<file path="src/hw/rtl/wsbh_pkg.sv">
// Shared types and field widths for the wrapped segment versus box hit test.
package wsbh_pkg;

  localparam int START_X_W = 11;
  localparam int START_Y_W = 10;
  localparam int DELTA_X_W = 12;
  localparam int DELTA_Y_W = 11;
  localparam int BOX_LEFT_W = 7;
  localparam int BOX_TOP_W = 6;
  localparam int BOX_WIDTH_W = 7;
  localparam int BOX_HEIGHT_W = 6;

  typedef struct packed {
    logic [START_X_W-1:0]           start_x;
    logic [START_Y_W-1:0]           start_y;
    logic signed [DELTA_X_W-1:0]    delta_x;
    logic signed [DELTA_Y_W-1:0]    delta_y;
    logic [BOX_LEFT_W-1:0]          box_left;
    logic [BOX_TOP_W-1:0]           box_top;
    logic [BOX_WIDTH_W-1:0]         box_width;
    logic [BOX_HEIGHT_W-1:0]        box_height;
  } wsbh_item_t;

endpackage

</file>
<file path="src/hw/rtl/wsbh_align.sv">
// Box bounds, arena wrap alignment and overlap test, one registered stage.
module wsbh_align #(
  parameter int ARENA_PIXELS_WIDE = 128,
  parameter int ARENA_PIXELS_HIGH = 64,
  parameter int SUBPIXEL_STEPS = 16,
  parameter int CW = 16
) (
  input  logic                                   clk,
  input  logic                                   rst_n,
  input  logic                                   valid_i,
  input  wsbh_pkg::wsbh_item_t                   item_i,
  output logic                                   valid_o,
  output logic                                   miss_o,
  output logic signed [wsbh_pkg::DELTA_X_W-1:0]  dx_o,
  output logic signed [wsbh_pkg::DELTA_Y_W-1:0]  dy_o,
  output logic signed [CW-1:0]                   top_rel_o,
  output logic signed [CW-1:0]                   left_rel_o,
  output logic signed [CW-1:0]                   span_x_o,
  output logic signed [CW-1:0]                   span_y_o
);

  localparam logic signed [CW-1:0] SUB_C = CW'(SUBPIXEL_STEPS);
  localparam logic signed [CW-1:0] EXT_X_C = CW'(ARENA_PIXELS_WIDE * SUBPIXEL_STEPS);
  localparam logic signed [CW-1:0] EXT_Y_C = CW'(ARENA_PIXELS_HIGH * SUBPIXEL_STEPS);
  localparam logic signed [CW-1:0] ONE_C = CW'(1);

  logic signed [CW-1:0] x_s, y_s, ex_s, ey_s;
  logic signed [CW-1:0] minx, maxx, miny, maxy;
  logic signed [CW-1:0] left0, right0, top0, bottom0;
  logic signed [CW-1:0] left, right, top, bottom;
  logic signed [CW-1:0] span_x, span_y;
  logic                 over_x, over_y;

  logic                                  valid_r;
  logic                                  miss_r, miss_nxt;
  logic signed [wsbh_pkg::DELTA_X_W-1:0] dx_r;
  logic signed [wsbh_pkg::DELTA_Y_W-1:0] dy_r;
  logic signed [CW-1:0]                  top_rel_r, top_rel_nxt;
  logic signed [CW-1:0]                  left_rel_r, left_rel_nxt;
  logic signed [CW-1:0]                  span_x_r, span_y_r;

  always_comb begin
    x_s = CW'($signed({1'b0, item_i.start_x}));
    y_s = CW'($signed({1'b0, item_i.start_y}));
    ex_s = x_s + CW'(item_i.delta_x);
    ey_s = y_s + CW'(item_i.delta_y);
    minx = (x_s < ex_s) ? x_s : ex_s;
    maxx = (x_s > ex_s) ? x_s : ex_s;
    miny = (y_s < ey_s) ? y_s : ey_s;
    maxy = (y_s > ey_s) ? y_s : ey_s;

    span_x = CW'($signed({1'b0, item_i.box_width})) * SUB_C - ONE_C;
    span_y = CW'($signed({1'b0, item_i.box_height})) * SUB_C - ONE_C;
    left0 = CW'($signed({1'b0, item_i.box_left})) * SUB_C;
    top0 = CW'($signed({1'b0, item_i.box_top})) * SUB_C;
    right0 = left0 + span_x;
    bottom0 = top0 + span_y;

    // Shift the box one arena extent toward the segment when it lies wholly past it.
    if (maxx < left0) begin
      left = left0 - EXT_X_C;
    end else if (minx > right0) begin
      left = left0 + EXT_X_C;
    end else begin
      left = left0;
    end
    right = left + span_x;

    if (maxy < top0) begin
      top = top0 - EXT_Y_C;
    end else if (miny > bottom0) begin
      top = top0 + EXT_Y_C;
    end else begin
      top = top0;
    end
    bottom = top + span_y;

    over_x = !((maxx < left) || (minx > right));
    over_y = !((maxy < top) || (miny > bottom));

    miss_nxt = (item_i.box_width == '0) || (item_i.box_height == '0) || !over_x || !over_y;
    top_rel_nxt = top - y_s;
    left_rel_nxt = left - x_s;
  end

  always_ff @(posedge clk) begin
    if (!rst_n) begin
      valid_r <= 1'b0;
    end else begin
      valid_r <= valid_i;
    end
  end

  always_ff @(posedge clk) begin
    miss_r <= miss_nxt;
    dx_r <= item_i.delta_x;
    dy_r <= item_i.delta_y;
    top_rel_r <= top_rel_nxt;
    left_rel_r <= left_rel_nxt;
    span_x_r <= span_x;
    span_y_r <= span_y;
  end

  assign valid_o = valid_r;
  assign miss_o = miss_r;
  assign dx_o = dx_r;
  assign dy_o = dy_r;
  assign top_rel_o = top_rel_r;
  assign left_rel_o = left_rel_r;
  assign span_x_o = span_x_r;
  assign span_y_o = span_y_r;

endmodule

</file>
<file path="src/hw/rtl/wsbh_cross.sv">
// Corner cross products and the sign test that decides the hit flag.
module wsbh_cross #(
  parameter int CW = 16,
  parameter int PW = 30
) (
  input  logic                                  clk,
  input  logic                                  rst_n,
  input  logic                                  valid_i,
  input  logic                                  miss_i,
  input  logic signed [wsbh_pkg::DELTA_X_W-1:0] dx_i,
  input  logic signed [wsbh_pkg::DELTA_Y_W-1:0] dy_i,
  input  logic signed [CW-1:0]                  top_rel_i,
  input  logic signed [CW-1:0]                  left_rel_i,
  input  logic signed [CW-1:0]                  span_x_i,
  input  logic signed [CW-1:0]                  span_y_i,
  output logic                                  valid_o,
  output logic                                  hit_o
);

  logic signed [PW-1:0] pa_r, pa_nxt, pb_r, pb_nxt, pc_r, pc_nxt, pd_r, pd_nxt;
  logic                 miss_r;
  logic                 prod_valid_r;
  logic signed [PW-1:0] tl, tr, bl, br;
  logic                 all_pos, all_neg;
  logic                 hit_r, hit_nxt;
  logic                 valid_r;

  // Four products per item, each registered before the sums.
  always_comb begin
    pa_nxt = PW'(dx_i) * PW'(top_rel_i);
    pb_nxt = PW'(dy_i) * PW'(left_rel_i);
    pc_nxt = PW'(dy_i) * PW'(span_x_i);
    pd_nxt = PW'(dx_i) * PW'(span_y_i);
  end

  always_comb begin
    tl = pa_r - pb_r;
    tr = tl - pc_r;
    bl = tl + pd_r;
    br = tr + pd_r;
    all_pos = !tl[PW-1] && (tl != '0) && !tr[PW-1] && (tr != '0) &&
              !bl[PW-1] && (bl != '0) && !br[PW-1] && (br != '0);
    all_neg = tl[PW-1] && tr[PW-1] && bl[PW-1] && br[PW-1];
    hit_nxt = !miss_r && !all_pos && !all_neg;
  end

  always_ff @(posedge clk) begin
    if (!rst_n) begin
      prod_valid_r <= 1'b0;
      valid_r <= 1'b0;
    end else begin
      prod_valid_r <= valid_i;
      valid_r <= prod_valid_r;
    end
  end

  always_ff @(posedge clk) begin
    pa_r <= pa_nxt;
    pb_r <= pb_nxt;
    pc_r <= pc_nxt;
    pd_r <= pd_nxt;
    miss_r <= miss_i;
    hit_r <= hit_nxt;
  end

  assign valid_o = valid_r;
  assign hit_o = hit_r;

endmodule

</file>
<file path="src/hw/rtl/wrapped_segment_box_hit.sv">
// Top level of the segment versus box hit test on a wrapping arena.
// Throughput: one transaction per cycle; busy stays low, start is taken every cycle.
// The four stages are the input register, alignment, the products and the sign test.
// Reset clears only the valid flags of the stages; the receiver cannot stall.
// out_valid is a one-cycle strobe and out_hit is meaningful only while it is high.
module wrapped_segment_box_hit #(
  parameter int ARENA_PIXELS_WIDE = 128,
  parameter int ARENA_PIXELS_HIGH = 64,
  parameter int SUBPIXEL_STEPS = 16
) (
  input  logic                                  clk,
  input  logic                                  rst_n,
  input  logic                                  start,
  output logic                                  busy,
  input  logic [wsbh_pkg::START_X_W-1:0]        in_start_x,
  input  logic [wsbh_pkg::START_Y_W-1:0]        in_start_y,
  input  logic signed [wsbh_pkg::DELTA_X_W-1:0] in_delta_x,
  input  logic signed [wsbh_pkg::DELTA_Y_W-1:0] in_delta_y,
  input  logic [wsbh_pkg::BOX_LEFT_W-1:0]       in_box_left,
  input  logic [wsbh_pkg::BOX_TOP_W-1:0]        in_box_top,
  input  logic [wsbh_pkg::BOX_WIDTH_W-1:0]      in_box_width,
  input  logic [wsbh_pkg::BOX_HEIGHT_W-1:0]     in_box_height,
  output logic                                  out_valid,
  output logic                                  out_hit
);

  // Coordinate width covers the box, one arena shift and the unwrapped segment end,
  // with headroom for the differences taken against the segment start.
  localparam int CW = $clog2((256 + ARENA_PIXELS_WIDE + ARENA_PIXELS_HIGH) *
                             SUBPIXEL_STEPS + 4096) + 2;
  // Product width holds a delta times a coordinate plus the growth of three sums.
  localparam int PW = CW + 14;

  logic                                  in_valid_r;
  wsbh_pkg::wsbh_item_t                  item_r, item_nxt;

  logic                                  al_valid, al_miss;
  logic signed [wsbh_pkg::DELTA_X_W-1:0] al_dx;
  logic signed [wsbh_pkg::DELTA_Y_W-1:0] al_dy;
  logic signed [CW-1:0]                  al_top_rel, al_left_rel, al_span_x, al_span_y;

  // Every cycle can take a new transaction, so the block never reports busy.
  assign busy = 1'b0;

  always_comb begin
    item_nxt.start_x = in_start_x;
    item_nxt.start_y = in_start_y;
    item_nxt.delta_x = in_delta_x;
    item_nxt.delta_y = in_delta_y;
    item_nxt.box_left = in_box_left;
    item_nxt.box_top = in_box_top;
    item_nxt.box_width = in_box_width;
    item_nxt.box_height = in_box_height;
  end

  // Input register: the valid flag is reset, the payload is not.
  always_ff @(posedge clk) begin
    if (!rst_n) begin
      in_valid_r <= 1'b0;
    end else begin
      in_valid_r <= start && !busy;
    end
  end

  always_ff @(posedge clk) begin
    item_r <= item_nxt;
  end

  // Second stage: box bounds, arena alignment and the overlap check.
  wsbh_align #(
    .ARENA_PIXELS_WIDE (ARENA_PIXELS_WIDE),
    .ARENA_PIXELS_HIGH (ARENA_PIXELS_HIGH),
    .SUBPIXEL_STEPS    (SUBPIXEL_STEPS),
    .CW                (CW)
  ) u_align (
    .clk        (clk),
    .rst_n      (rst_n),
    .valid_i    (in_valid_r),
    .item_i     (item_r),
    .valid_o    (al_valid),
    .miss_o     (al_miss),
    .dx_o       (al_dx),
    .dy_o       (al_dy),
    .top_rel_o  (al_top_rel),
    .left_rel_o (al_left_rel),
    .span_x_o   (al_span_x),
    .span_y_o   (al_span_y)
  );

  // Third and fourth stages: corner cross products, then the sign decision.
  wsbh_cross #(
    .CW (CW),
    .PW (PW)
  ) u_cross (
    .clk        (clk),
    .rst_n      (rst_n),
    .valid_i    (al_valid),
    .miss_i     (al_miss),
    .dx_i       (al_dx),
    .dy_i       (al_dy),
    .top_rel_i  (al_top_rel),
    .left_rel_i (al_left_rel),
    .span_x_i   (al_span_x),
    .span_y_i   (al_span_y),
    .valid_o    (out_valid),
    .hit_o      (out_hit)
  );

  // A result strobe always traces back to an accepted transaction.
  a_no_phantom_result: assert property (@(posedge clk) disable iff (!rst_n)
    out_valid |-> $past(start && !busy, 4))
    else $error("result strobe without a matching transaction");

  // Every accepted transaction gives its result strobe.
  a_result_follows: assert property (@(posedge clk) disable iff (!rst_n)
    (start && !busy) |-> ##4 out_valid)
    else $error("accepted transaction lost in the pipeline");

  // An empty box can never be hit.
  a_empty_box_misses: assert property (@(posedge clk) disable iff (!rst_n)
    (start && !busy && ((in_box_width == '0) || (in_box_height == '0)))
      |-> ##4 (out_valid && !out_hit))
    else $error("hit reported for an empty box");

endmodule
</file>
<file path="config.mk">
export PLATFORM = sky130hd
export DESIGN_NAME = wrapped_segment_box_hit
export DESIGN_NICKNAME = d
export VERILOG_FILES = /design/src/hw/rtl/wsbh_pkg.sv /design/src/hw/rtl/wsbh_align.sv /design/src/hw/rtl/wsbh_cross.sv /design/src/hw/rtl/wrapped_segment_box_hit.sv
export SDC_FILE = /design/constraint.sdc
export NUM_CORES = 2
export LEC_CHECK = 0
export CAP_MARGIN = 30
export CORE_ASPECT_RATIO = 0.9
export CORE_MARGIN = 8
export CORE_UTILIZATION = 31
export CTS_BUF_LIST = sky130_fd_sc_hd__clkbuf_8
export DETAILED_ROUTE_END_ITERATION = 10
export DONT_BUFFER_PORTS = 1
export PLACE_DENSITY = 0.45
export SYNTH_ARGS = -nofsm -noshare
export SYNTH_HDL_FRONTEND = slang
export SYNTH_SLANG_ARGS = --single-unit
</file>
<file path="constraint.sdc">
create_clock -name clk -period 9.2 [get_ports clk]
set_input_delay 0.92 -clock clk [delete_from_list [all_inputs] [get_ports clk]]
set_output_delay 0.92 -clock clk [all_outputs]
set_load 0.01 [all_outputs]
</file>
==> summary.log <==
qor: outcome.run_status finished clean
qor: setup_path.critPathSlowestCell sky130_fd_sc_hd__a2111oi_1
qor: grt.first_global_vias 29000
qor: clock_tree.clock_tree.htree_level_count 2
qor: floorplanning.die-width 383 um
qor: hold_path.worstHoldPathCells 0
qor: floorplanning.die_height 346 um
qor: clock_tree.cts.root.buffer_cell sky130_fd_sc_hd__clkbuf_8
qor: grt.grt_max_degree 34
qor: sta.totalNegativeSetupSlack 0 ns
qor: layout.areaGrowthSynthToFinish 7.86%
qor: sta.unrepaired_setup_endpoints_after_global_routing false
qor: setup_path.cp.required 9.71 ns
qor: grt.global_route.usage.total 15.4%
qor: layout.design.final.nets 5234
qor: yosys.yosys_register_bits 248
qor: grt.grt_busiest_layer met2
qor: yosys.synth_top_flop_cell sky130_fd_sc_hd__dfxtp_1
qor: sta.final_critical_path_time_including_i_o_delays_and_setup 8.39 ns
qor: run.max_cap_viol_count 0
qor: drt.remaining_drc_errors 0
qor: yosys.ys_types 74
qor: drt.totalWireLength 102 mm
qor: grt.met1_usage 21.0%
qor: layout.post_layout_nonfiller_instances 5776
qor: yosys.netlist_instances 4152
qor: layout.layout-drive-gt1-share 3.43%
qor: setup_path.critical_path.endpoint_type flip-flop
qor: drt.avgViaCountPerCell 4.72
qor: yosys.synth_edf_count 0
qor: clock_tree.cts.reportedPaths.clkPinSlew 0.06 ns
qor: grt.grt_use_met3 2.30%
qor: hold_path.min_path_type primary input to flip-flop
qor: grt.grt_util_met2 26.0%
qor: layout.fillerInstances 12700
qor: placed_design.dp_cells 5672
qor: placed_design.gpl.final_weighted_congestion 0.832
qor: setup_path.critical_path.max_stage_delay 0.65 ns
qor: floorplanning.core-area 0.121 mm^2
qor: clock_tree.clock-sinks 248
qor: yosys.synthesized_nets 5260
qor: drt.wire_per_inst 17.7 um
qor: sta.relSlewSlack 38.8%
qor: sta.worst_slew_pin_slew 0.918 ns
qor: drt.drtPass1Iterations 7
qor: layout.final_cell_area 0.0404 mm^2
qor: grt.grt_first_pass_wirelength 164 mm
qor: grt.grt.overflow.total 0
qor: yosys.post_synth_instance_area 0.0375 mm^2
qor: layout.mostFrequentLayoutCells sky130_fd_sc_hd__inv_1, sky130_fd_sc_hd__fa_1, sky130_fd_sc_hd__ha_1, sky130_fd_sc_hd__nand2_1, sky130_fd_sc_hd__and2_1
qor: floorplanning.num_io_pins 76
qor: clock_tree.clkLatencyLatePin 0.67 ns
qor: clock_tree.clock_tree_from_tritoncts done
qor: sta.hold_viol_final 0
qor: clock_tree.hold_buffers 0
qor: drt.final_antenna_net_count 0
qor: sta.crit_share_post_route 91.2%
qor: drt.via_count 27300
qor: floorplanning.rows 121
qor: yosys.average_size_of_a_mapped_cell 9.03 um^2
qor: setup_path.critPathMaxFanout 14
qor: setup_path.critical_path_arrival 8.90 ns
qor: floorplanning.design.die.area 0.132 mm^2
qor: yosys.seq_area_frac_synth 13.2%
qor: sta.max_freq 119 MHz
qor: placed_design.port-buffer-count 0
qor: setup_path.path_delay_family compound AO/OA/AOI/OAI gates
qor: layout.mostFrequentLayoutCell sky130_fd_sc_hd__inv_1
qor: sta.report.final.slew_viol_count 0
qor: clock_tree.clock_tree_buf_depth 3
qor: yosys.fraction_of_registers_with_async_set_reset 0%
qor: sta.report.final.setup_viol 0
qor: sta.post_route_clock_skew 0.0513 ns
qor: drt.drtIter0Drc 1298
qor: placed_design.hpwlAfterDp 84.8 mm
qor: clock_tree.inserted_clock_buffers 51
qor: setup_path.cp.depth 38
qor: setup_path.worst_path_most_repeated_cell sky130_fd_sc_hd__ha_1
qor: setup_path.timing.critical_path.buf_inv 2
qor: grt.number_of_antenna_violations_at_the_first_check_in_global_routing 23
qor: placed_design.dpl-instance-area 0.0393 mm^2
qor: layout.final_util 33.6%
qor: setup_path.startpoint_type flip-flop
qor: floorplanning.initial_standard_cell_utilization_of_the_core 31.1%
qor: yosys.ys.warnings.count 0
qor: setup_path.worstSetupPathType flip-flop to flip-flop
qor: setup_path.worst-r2r-cell-count 38
==> cell usage after synthesis, drive strengths merged, types with 17 or more instances <==
cell type	n	share of area, %
nand4	21	0.35
a21oi	161	2.1
xor2	54	1.3
xnor2	174	4.1
ha	456	15
inv	779	7.8
and3	18	0.30
a211oi	23	0.46
dfxtp	248	13
a21boi	21	0.42
a31oi	17	0.28
nand2	353	3.5
fa	579	31
nand3	41	0.55
nand2b	89	1.5
o21ai	134	1.8
a21o	73	1.5
nor2b	46	0.77
clkbuf	111	1.1
nor3	57	0.76
o21a	30	0.60
and2	260	4.3
nor2	157	1.6
o21bai	33	0.66
==> sequential cells by signal, indices dropped and copies added, names as in the netlist, 8 cells and up <==
name and count:
u_cross.pc_r 23, u_align.top_rel_o 16, u_align.span_x_o 8, item_r 70
u_cross.pa_r 28, u_align.dy_o 11, u_align.left_rel_o 16, u_align.dx_o 12
u_cross.pb_r 27, u_cross.pd_r 23
==> cells by family after synthesis <==
kind of cell	after synthesis	synth area share [%]
fa+ha+maj	1036	46.2
buf+inv	891	8.93
xor+xnor	229	5.39
simple gates	1110	15.0
flops	248	13.2
compound gates	630	11.1
mux	7	0.194
other cells	1	0.0100
==> metal layers <==
layer  wire length [um]  part of all wire [%]  vias to the layer above
li1                   -                     -                    13300
met2              47100                    46                      470
met5                 35                 0.034                        -
met1              48700                    48                    13400
met4               2210                   2.2                        6
met3               4280                   4.2                      124
==> metrics by stage <==
| stage | setup slack, ns | hold slack, ns |
|---|---|---|
| floorplan | 1.21 | 0.310 |
| global placement | 0.676 | 0.343 |
| detailed placement | 0.681 | 0.352 |
| CTS | 0.644 | 0.176 |
| global route | 0.0984 | 0.197 |
| finish | 0.810 | 0.267 |
==> path summary, 6_finish.rpt <==
path	slack (ns)	start	end
setup / recovery	0.81	item_r[60]$_DFF_P_	u_align.miss_o$_DFF_P_
hold / removal	0.27	in_delta_y[1]	item_r[27]$_DFF_P_
setup reg to reg	0.81	item_r[60]$_DFF_P_	u_align.miss_o$_DFF_P_
hold reg to reg	0.35	item_r[29]$_DFF_P_	u_align.dy_o[3]$_DFF_P_
==> area by class of cell <==
cell class              instances  area, um^2  area share (%)
diodes                         10        25.0          0.0619
multi-input cells            3013       29200            72.2
clock buffers                  62         853            2.11
well taps                    1599        2000            4.95
flip-flops and latches        248        4970            12.3
repair buffers                 33         262           0.647
clock inverters                32         214           0.529
inverters                     779        2920            7.23
==> what timing repair did <==
item / 4_1_cts / 5_1_grt
resized for setup: 0 / 2
endpoints found under the setup margin: 0 / 1
setup buffers: 0 / 0
Power is left out: the tool's default activity adds up to more than one toggle a clock period on the data nets, which glitch-free logic cannot reach.
